File: src/ifs_fern_pkg.sv
`timescale 1ns / 1ps
// ----------------------------------------------------------------------------
// Fern IFS package
// Field widths, map codes, thresholds, affine coefficients and the shared
// fixed-point helpers for the fern point generator.
// ----------------------------------------------------------------------------
package ifs_fern_pkg;

   localparam int FRAC_W    = 16;
   localparam int POINT_W   = 24;
   localparam int SHADE_W   = 4;
   localparam int STEP_W    = 8;
   localparam int COEF_W    = 18;
   localparam int PROD_W    = COEF_W + POINT_W;
   localparam int ACC_W     = PROD_W + 1;

   localparam logic [SHADE_W-1:0] MAX_SHADE    = 4'd10;
   localparam int                 SHADE_PERIOD = int'(MAX_SHADE) + 5;
   localparam int                 THRESH_W     = SHADE_W + STEP_W - 3;

   localparam logic [FRAC_W-1:0] THR_0 = 16'd54395;
   localparam logic [FRAC_W-1:0] THR_1 = 16'd59638;
   localparam logic [FRAC_W-1:0] THR_2 = 16'd64881;

   localparam logic [STEP_W-1:0] STEP_MAX = {STEP_W{1'b1}};

   localparam logic signed [ACC_W-1:0]   ROUND_HALF = ACC_W'(32768);
   localparam logic signed [POINT_W-1:0] Q_MIN      = {1'b1, {(POINT_W-1){1'b0}}};
   localparam logic signed [POINT_W-1:0] Q_MAX      = {1'b0, {(POINT_W-1){1'b1}}};

   typedef enum logic [1:0] {
      MAP_STEM   = 2'd0,
      MAP_RIGHT  = 2'd1,
      MAP_LEFT   = 2'd2,
      MAP_RETURN = 2'd3
   } map_type;

   typedef logic signed [COEF_W-1:0]  coef_type;
   typedef logic signed [POINT_W-1:0] point_type;

   typedef struct packed {
      coef_type ax;
      coef_type bx;
      coef_type ay;
      coef_type by;
      coef_type cy;
   } coef_set_type;

   typedef struct packed {
      point_type          point_x;
      point_type          point_y;
      map_type            map_chosen;
      logic [SHADE_W-1:0] shade_index;
   } result_type;

   function automatic map_type select_map(input logic [FRAC_W-1:0] r);
      map_type m;
      if (r < THR_0) begin
         m = MAP_STEM;
      end else if (r < THR_1) begin
         m = MAP_RIGHT;
      end else if (r < THR_2) begin
         m = MAP_LEFT;
      end else begin
         m = MAP_RETURN;
      end
      return m;
   endfunction

   function automatic coef_set_type map_coefs(input map_type m);
      coef_set_type c;
      unique case (m)
         MAP_STEM: begin
            c = '{ax: 18'sd56361, bx: 18'sd1966, ay: -18'sd1966, by: 18'sd56361,
                  cy: 18'sd98304};
         end
         MAP_RIGHT: begin
            c = '{ax: 18'sd1311, bx: -18'sd16384, ay: 18'sd13763, by: 18'sd15073,
                  cy: 18'sd98304};
         end
         MAP_LEFT: begin
            c = '{ax: -18'sd9830, bx: 18'sd17695, ay: 18'sd16384, by: 18'sd17039,
                  cy: 18'sd29491};
         end
         default: begin
            c = '{ax: 18'sd0, bx: 18'sd0, ay: 18'sd0, by: 18'sd11141, cy: 18'sd0};
         end
      endcase
      return c;
   endfunction

   // round Q.32 sum to nearest Q.16 (ties up), add offset, saturate
   function automatic point_type affine(input coef_type a, input coef_type b,
                                        input coef_type c, input point_type x,
                                        input point_type y);
      logic signed [PROD_W-1:0] pa;
      logic signed [PROD_W-1:0] pb;
      logic signed [ACC_W-1:0]  s;
      logic signed [ACC_W-1:0]  v;
      point_type                res;
      pa = PROD_W'(a) * PROD_W'(x);
      pb = PROD_W'(b) * PROD_W'(y);
      s  = ACC_W'(pa) + ACC_W'(pb) + ROUND_HALF;
      v  = (s >>> 16) + ACC_W'(c);
      if (v > ACC_W'(Q_MAX)) begin
         res = Q_MAX;
      end else if (v < ACC_W'(Q_MIN)) begin
         res = Q_MIN;
      end else begin
         res = v[POINT_W-1:0];
      end
      return res;
   endfunction

endpackage

File: src/ifs_fern_point_generator_top.sv
`timescale 1ns / 1ps
// A result is registered in the output buffer before it appears on rsp_.
// Throughput: one beat per cycle while req_ready is high; the point feedback loop (two
// constant-set multiplies, an add, round and saturate) is combinational.
// A two-entry output buffer keeps req_ready independent of rsp_ready.
// Reset (synchronous, active high) clears the kept point, shade index,
// step counter and the output buffer.
// ----------------------------------------------------------------------------
// Fern IFS point generator
// Picks one of four affine maps per random beat, applies it to the kept
// point and emits the new point with its map and shade index.
// ----------------------------------------------------------------------------
module ifs_fern_point_generator_top (
   input  logic                                  clock,
   input  logic                                  reset,
   input  logic                                  req_valid,
   output logic                                  req_ready,
   input  logic [ifs_fern_pkg::FRAC_W-1:0]       req_random_fraction,
   input  logic                                  req_frame_start,
   output logic                                  rsp_valid,
   input  logic                                  rsp_ready,
   output logic signed [ifs_fern_pkg::POINT_W-1:0] rsp_point_x,
   output logic signed [ifs_fern_pkg::POINT_W-1:0] rsp_point_y,
   output logic [1:0]                            rsp_map_chosen,
   output logic [ifs_fern_pkg::SHADE_W-1:0]      rsp_shade_index
);
   import ifs_fern_pkg::*;

   point_type          cur_x_ff, cur_x_in;
   point_type          cur_y_ff, cur_y_in;
   logic [SHADE_W-1:0] shade_ff, shade_in;
   logic [STEP_W-1:0]  steps_ff, steps_in;

   result_type         out_ff, out_in;
   logic               out_valid_ff, out_valid_in;
   result_type         skid_ff, skid_in;
   logic               skid_valid_ff, skid_valid_in;

   logic               req_beat;
   logic               rsp_beat;
   result_type         result;
   map_type            map_sel;
   coef_set_type       coefs;
   logic [SHADE_W-1:0] shade_base;
   logic [STEP_W-1:0]  steps_base;
   logic [STEP_W-1:0]  steps_inc;
   logic [SHADE_W-1:0] shade_emit;
   logic [STEP_W-1:0]  steps_kept;
   logic [THRESH_W-1:0] climb_level;

   assign req_ready = !skid_valid_ff;
   assign req_beat  = req_valid && req_ready;
   assign rsp_beat  = out_valid_ff && rsp_ready;

   // map and new point
   always_comb begin
      map_sel = select_map(req_random_fraction);
      coefs   = map_coefs(map_sel);
      result.point_x    = affine(coefs.ax, coefs.bx, '0, cur_x_ff, cur_y_ff);
      result.point_y    = affine(coefs.ay, coefs.by, coefs.cy, cur_x_ff, cur_y_ff);
      result.map_chosen = map_sel;
      result.shade_index = shade_emit;
   end

   // shade and step counter
   always_comb begin
      shade_base  = req_frame_start ? '0 : shade_ff;
      steps_base  = req_frame_start ? '0 : steps_ff;
      steps_inc   = (steps_base != STEP_MAX) ? steps_base + 1'b1 : steps_base;
      shade_emit  = (map_sel == MAP_RETURN) ? '0 : shade_base;
      steps_kept  = (map_sel == MAP_RETURN) ? '0 : steps_inc;
      climb_level = THRESH_W'({1'b0, shade_emit} + 1'b1) * THRESH_W'(SHADE_PERIOD);
      if (shade_emit < MAX_SHADE && THRESH_W'(steps_kept) >= climb_level) begin
         shade_in = shade_emit + 1'b1;
      end else begin
         shade_in = shade_emit;
      end
      steps_in = steps_kept;
      cur_x_in = result.point_x;
      cur_y_in = result.point_y;
   end

   // output buffer: main register plus skid entry
   always_comb begin
      out_in        = out_ff;
      out_valid_in  = out_valid_ff;
      skid_in       = skid_ff;
      skid_valid_in = skid_valid_ff;
      if (rsp_beat) begin
         if (skid_valid_ff) begin
            out_in        = skid_ff;
            skid_valid_in = 1'b0;
         end else begin
            out_in       = result;
            out_valid_in = req_beat;
         end
      end else if (req_beat) begin
         if (!out_valid_ff) begin
            out_in       = result;
            out_valid_in = 1'b1;
         end else begin
            skid_in       = result;
            skid_valid_in = 1'b1;
         end
      end
   end

   always_ff @(posedge clock) begin
      if (reset) begin
         cur_x_ff      <= '0;
         cur_y_ff      <= '0;
         shade_ff      <= '0;
         steps_ff      <= '0;
         out_valid_ff  <= 1'b0;
         skid_valid_ff <= 1'b0;
      end else begin
         if (req_beat) begin
            cur_x_ff <= cur_x_in;
            cur_y_ff <= cur_y_in;
            shade_ff <= shade_in;
            steps_ff <= steps_in;
         end
         out_valid_ff  <= out_valid_in;
         skid_valid_ff <= skid_valid_in;
      end
   end

   always_ff @(posedge clock) begin
      out_ff  <= out_in;
      skid_ff <= skid_in;
   end

   assign rsp_valid       = out_valid_ff;
   assign rsp_point_x     = out_ff.point_x;
   assign rsp_point_y     = out_ff.point_y;
   assign rsp_map_chosen  = out_ff.map_chosen;
   assign rsp_shade_index = out_ff.shade_index;

endmodule

File: config.mk
export PLATFORM = sky130hd
export DESIGN_NAME = ifs_fern_point_generator_top
export DESIGN_NICKNAME = d
export VERILOG_FILES = /design/src/ifs_fern_pkg.sv /design/src/ifs_fern_point_generator_top.sv
export SDC_FILE = /design/constraint.sdc
export NUM_CORES = 2
export LEC_CHECK = 0
export CAP_MARGIN = 20
export CORE_MARGIN = 2
export CORE_UTILIZATION = 23
export CTS_BUF_LIST = sky130_fd_sc_hd__clkbuf_4 sky130_fd_sc_hd__clkbuf_8
export DETAILED_ROUTE_END_ITERATION = 7
export DONT_BUFFER_PORTS = 1
export HOLD_SLACK_MARGIN = 0.06
export PLACE_DENSITY = 0.4
export REMOVE_ABC_BUFFERS = 1
export SYNTH_ARGS = -nofsm -noshare
export SYNTH_HDL_FRONTEND = slang
export SYNTH_SLANG_ARGS = --single-unit
File: constraint.sdc
create_clock -name clock -period 14.93 [get_ports clock]
set_clock_uncertainty 0.2 [all_clocks]
set_input_delay 1.493 -clock clock [delete_from_list [all_inputs] [get_ports clock]]
set_output_delay 1.493 -clock clock [all_outputs]
set_load 0.005 [all_outputs]
# ---- Yosys cells after proc, flatten, opt, wreduce, memory -nomap -nowiden
# Index checks and enable logic that the tools add are counted.
dict set report op_classes {
  addsub 8
  multipliers 5
  magnitude_cmp 9
  n_eq_ne 6
  mux 21
  bitwise 1
  n_reduce_logical 11
}
# cell n
set op_table {}
lappend op_table {{90-bit one-hot mux with 3 select lines} 1}
lappend op_table {{54-bit two-way mux} 4}
lappend op_table {{18-bit by 24-bit multiplier with 42-bit output} 4}
lappend op_table {{24-bit two-way mux} 4}
lappend op_table {{42-bit by 42-bit adder with 43-bit output} 2}
lappend op_table {{43-bit by 17-bit adder with 43-bit output, second input constant} 2}
lappend op_table {{16-bit < comparator, second input constant} 3}
lappend op_table {{27-bit by 18-bit adder with 28-bit output} 1}
lappend op_table {{28-bit by 24-bit > comparator with 1-bit output, second input constant} 1}
lappend op_table {{28-bit by 24-bit < comparator with 1-bit output, second input constant} 1}
lappend op_table {{27-bit by 24-bit > comparator with 1-bit output, second input constant} 1}
lappend op_table {{27-bit by 24-bit < comparator with 1-bit output, second input constant} 1}
lappend op_table {{8-bit two-way mux} 3}
lappend op_table {{4-bit two-way mux} 3}
lappend op_table {{8-bit by 9-bit >= comparator with 1-bit output} 1}
lappend op_table {{5-bit by 4-bit multiplier with 9-bit output, second input constant} 1}
lappend op_table {{8-bit by 1-bit adder with 8-bit output, second input constant} 1}
lappend op_table {{8-bit != test, second input constant} 1}
lappend op_table {{2-bit AND reduction} 3}
lappend op_table {{4-bit by 1-bit adder with 5-bit output, second input constant} 1}
lappend op_table {{4-bit by 1-bit adder with 4-bit output, second input constant} 1}
lappend op_table {{2-bit == test, second input constant} 2}
lappend op_table {{4-bit < comparator, second input constant} 1}
lappend op_table {{1-bit two-way mux} 4}
lappend op_table {{other kinds (11)} 14}
dict set report word_totals {
  register_bits 170
  inputBits 21
  output_inout_bits 56
  elab_cells 75
}

# ---- Logic depth before layout (Yosys ltp)
dict set report logic_depth {
  depth_word 16
  depth_mapped 51
  mapped_depth_nobuf 46
}

# ---- Least setup slack after synthesis
# No wires, ideal clock.
dict set report synth_timing {
  path_type {in2reg}
  startpoint {in req_random_fraction[0] (netlist name)}
  endpoint {reg out_ff, in the netlist rsp_point_y[18] (data pin)}
  setup_time_ns 0.170
  arrival_time_ns 12.883
  t_required_ns 14.560
  slack_ns 1.677
  path_stages 44
  path_buffers 5
  cell_sequence {a21oi_1 nor2_1 a2111o_1 a21o_1 a21oi_1 nor2_1 nand2_1 clkbuf_1 clkbuf_1 ha_1 clkbuf_1 clkbuf_1 nand2_1 inv_1 fa_1 fa_1 inv_1 fa_1 [8 not listed] ha_1 o21ai_1 a221oi_2 a32oi_1 or4_4 a21oi_2 nor2_1 o21ai_0 xor2_1 ha_1 o21ai_0 a2111oi_2 o21ai_1 or4b_4 a211oi_4 nor2_4 buf_6 o32ai_2}
}
# item line
set synth_rtl {}
lappend synth_rtl {{start: declaration} ifs_fern_point_generator_top.sv:18} ;# input logic [ifs_fern_pkg::FRAC_W-1:0] req_random_fraction,
lappend synth_rtl {{end signal: assignment} ifs_fern_point_generator_top.sv:129} ;# out_ff <= out_in;
lappend synth_rtl {{end: declaration} ifs_fern_point_generator_top.sv:34} ;# result_type out_ff, out_in;

==> reports/metrics.yaml <==
clock-sinks: 170
std_cell_rows: 184
io_pins: 77
period_needed_ns: 14.08
clock_latency_ns: 0.61
dr_total_vias: 39000
gp_congestion: 0.939
worst_setup_path_end_kind: "flop"
syn_inst: 5849
setup_viol: 0
place_hpwl_mm: 188
fp.dieW_um: 506
min_period_over_period: 0.943
yosysMostFrequentCell: "inv_1"
htree_levels: 4
path_common_cell: "fa_1"
ys_warn_count: 0
synth-edff-count: 108
drv_cap: 0
synth_common_cells: "inv_1, fa_1, ha_1"
slew_headroom: 0.266
critPathMaxStageDelay_ns: 0.59
synth-seq-cells: 170
drt-wirelength-per-cell_um: 23.5
synth_top_area_share: 0.504
synth_async_sr_flop_share: 0
cts_buffers: 17
viasPerCell: 4.26
synth_largest_area_cell: "fa_1"
arrival_ns: 14.26
ctsHoldBuffers: 0
grt.overflow.total: 0
synth_seq_area_share: 0.0774
die-area_um2: 256000
fillCellCount: 27300
slew_violations: 0
fin_nets: 7888
critPathRequiredTime_ns: 15.12
cts_resized: 0
design_area_um2: 62800
start_kind: "primary input"
fmax_ghz: 0.0710
syn-cell-area_um2: 57900
antenna_found_initial: 9
final_hold_viol_count: 0
worst_pin_slew_ns: 1.10
die_y_um: 506
io_buffers: 0
clk_pin_slew_ns: 0.13
start_util: 0.231
clockRootBuffer: "clkbuf_8"
holdCritPathClass: "reg -> reg"
status: "completed"
cts_tree: "yes"
path_max_fanout: 30
firstDrtPassIters: 8
areaGrowthSynthToFinish_pct: 8.41
wl_mm: 215
crit_path_top_delay_cell: "a211oi_4"
dominantRegCellSynth: "edfxtp_1"
antenna_left: 0
placed_cell_area_um2: 62400
clk_path_buf_depth: 2
rsz0062_at_grt: "no"
synth.distinct_cells: 83
grt_pass1_vias: 43800
grt_max_degree: 75
crit_type: "in -> reg"
drc: 0
synthTopCellsByArea: "fa_1, ha_1, inv_1, edfxtp_1, nand2_1"
core_area_um2: 251000
avgSynthCellArea_um2: 9.91
drtIter0Drc: 2659
grtUsageTotal: 0.173
drive_gt1_frac: 0.0340
grt_pass1_wl_mm: 317
postCtsSetupRepairBufs: 0
state kept, by name (all words and copies together), names as in the netlist:
| name | flops |
|---|---|
| cur_x_ff | 24 |
| cur_y_ff | 24 |
| rsp_map_chosen | 2 |
| rsp_point_x | 24 |
| rsp_point_y | 24 |
| rsp_shade_index | 4 |
| rsp_valid | 1 |
| shade_ff | 4 |
| skid_ff | 54 |
| skid_valid_ff | 1 |
| steps_ff | 8 |
placed cells by master (no fill, tap or decap), types with 30 or more instances in the layout:
master,count
a21o_1,54
a21oi_1,166
and2_1,149
and3_1,30
buf_4,108
dfxtp_1,61
edfxtp_1,108
fa_1,1458
ha_1,601
inv_1,1857
nand2_1,364
nand2b_1,96
nand3_1,32
nor2_1,142
nor2b_1,46
o21ai_0,112
xnor2_1,74
xor2_1,38
stage by stage:
| stage | hold WS [ns] | setup TNS [ns] | utilization | setup WS [ns] | instances |
|---|---|---|---|---|---|
| final | 0.290 | 0 | 0.250 | 0.855 | 9168 |
| after global routing | 0.314 | 0 | 0.250 | 0.253 | 9166 |
| after CTS | 0.291 | 0 | 0.250 | 1.01 | 9164 |
| after detailed placement | 0.268 | 0 | 0.249 | 0.385 | 9132 |
| after global placement | 0.264 | 0 | 0.248 | 0.667 | 9131 |
| after floorplan | 0.243 | -10.86 | - | -0.424 | 5675 |
final cells by class:
| type | instances | area [µm²] | area share |
|---|---|---|---|
| antenna | 3 | 7.51 | 0.000120 |
| clock buffer | 18 | 241 | 0.00384 |
| clock inverter | 14 | 149 | 0.00237 |
| inverter | 1862 | 6990 | 0.111 |
| multi-input combinational | 3643 | 45900 | 0.731 |
| sequential | 170 | 4490 | 0.0714 |
| tap | 3348 | 4190 | 0.0667 |
| timing repair buffer | 110 | 866 | 0.0138 |
worst paths after layout:
check	slack (ns)	start	end	depth (start not counted)
worst max-delay path	0.85	req_random_fraction[0]	rsp_point_y[14]	40
worst min-delay path	0.29	steps_ff[1]	steps_ff[1]	2
worst max register to register	3.19	cur_x_ff[4]	rsp_point_y[14]	31
worst min register to register	0.29	steps_ff[1]	steps_ff[1]	2
routing by layer:
| metal | wire, µm | global-route usage | vias to the layer above |
|---|---|---|---|
| met2 | 107000 | 0.300 | 974 |
| li1 | - | - | 17100 |
| met3 | 9290 | 0.0159 | 185 |
| met4 | 6550 | 0.0490 | 2 |
| met1 | 91900 | 0.228 | 20700 |
| met5 | 13 | 0 | - |
cell families (layout without fill, tap and decap cells):
family | count (synthesis) | after routing | share of synthesized area
AO/OA/AOI/OAI | 500 | 500 | 0.0552
AND/OR/NAND/NOR | 957 | 957 | 0.0817
buffers and inverters | 2036 | 2004 | 0.132
adder cells (fa/ha/maj) | 2063 | 2063 | 0.634
multiplexers | 11 | 11 | 0.00203
other | 0 | 3 | 0
flip-flops | 170 | 170 | 0.0774
XOR/XNOR | 112 | 112 | 0.0169
critical path: cells and delay by family:
family / cells / cell delay [ns]
simple gates: 11 / 3.27
fa+ha+maj: 11 / 5.15
compound gates: 11 / 3.10
xor+xnor: 1 / 0.10
buf+inv: 6 / 1.09
Power is not shown: default switching activity piles up to over one toggle a cycle in this logic, so the estimate is an artifact.
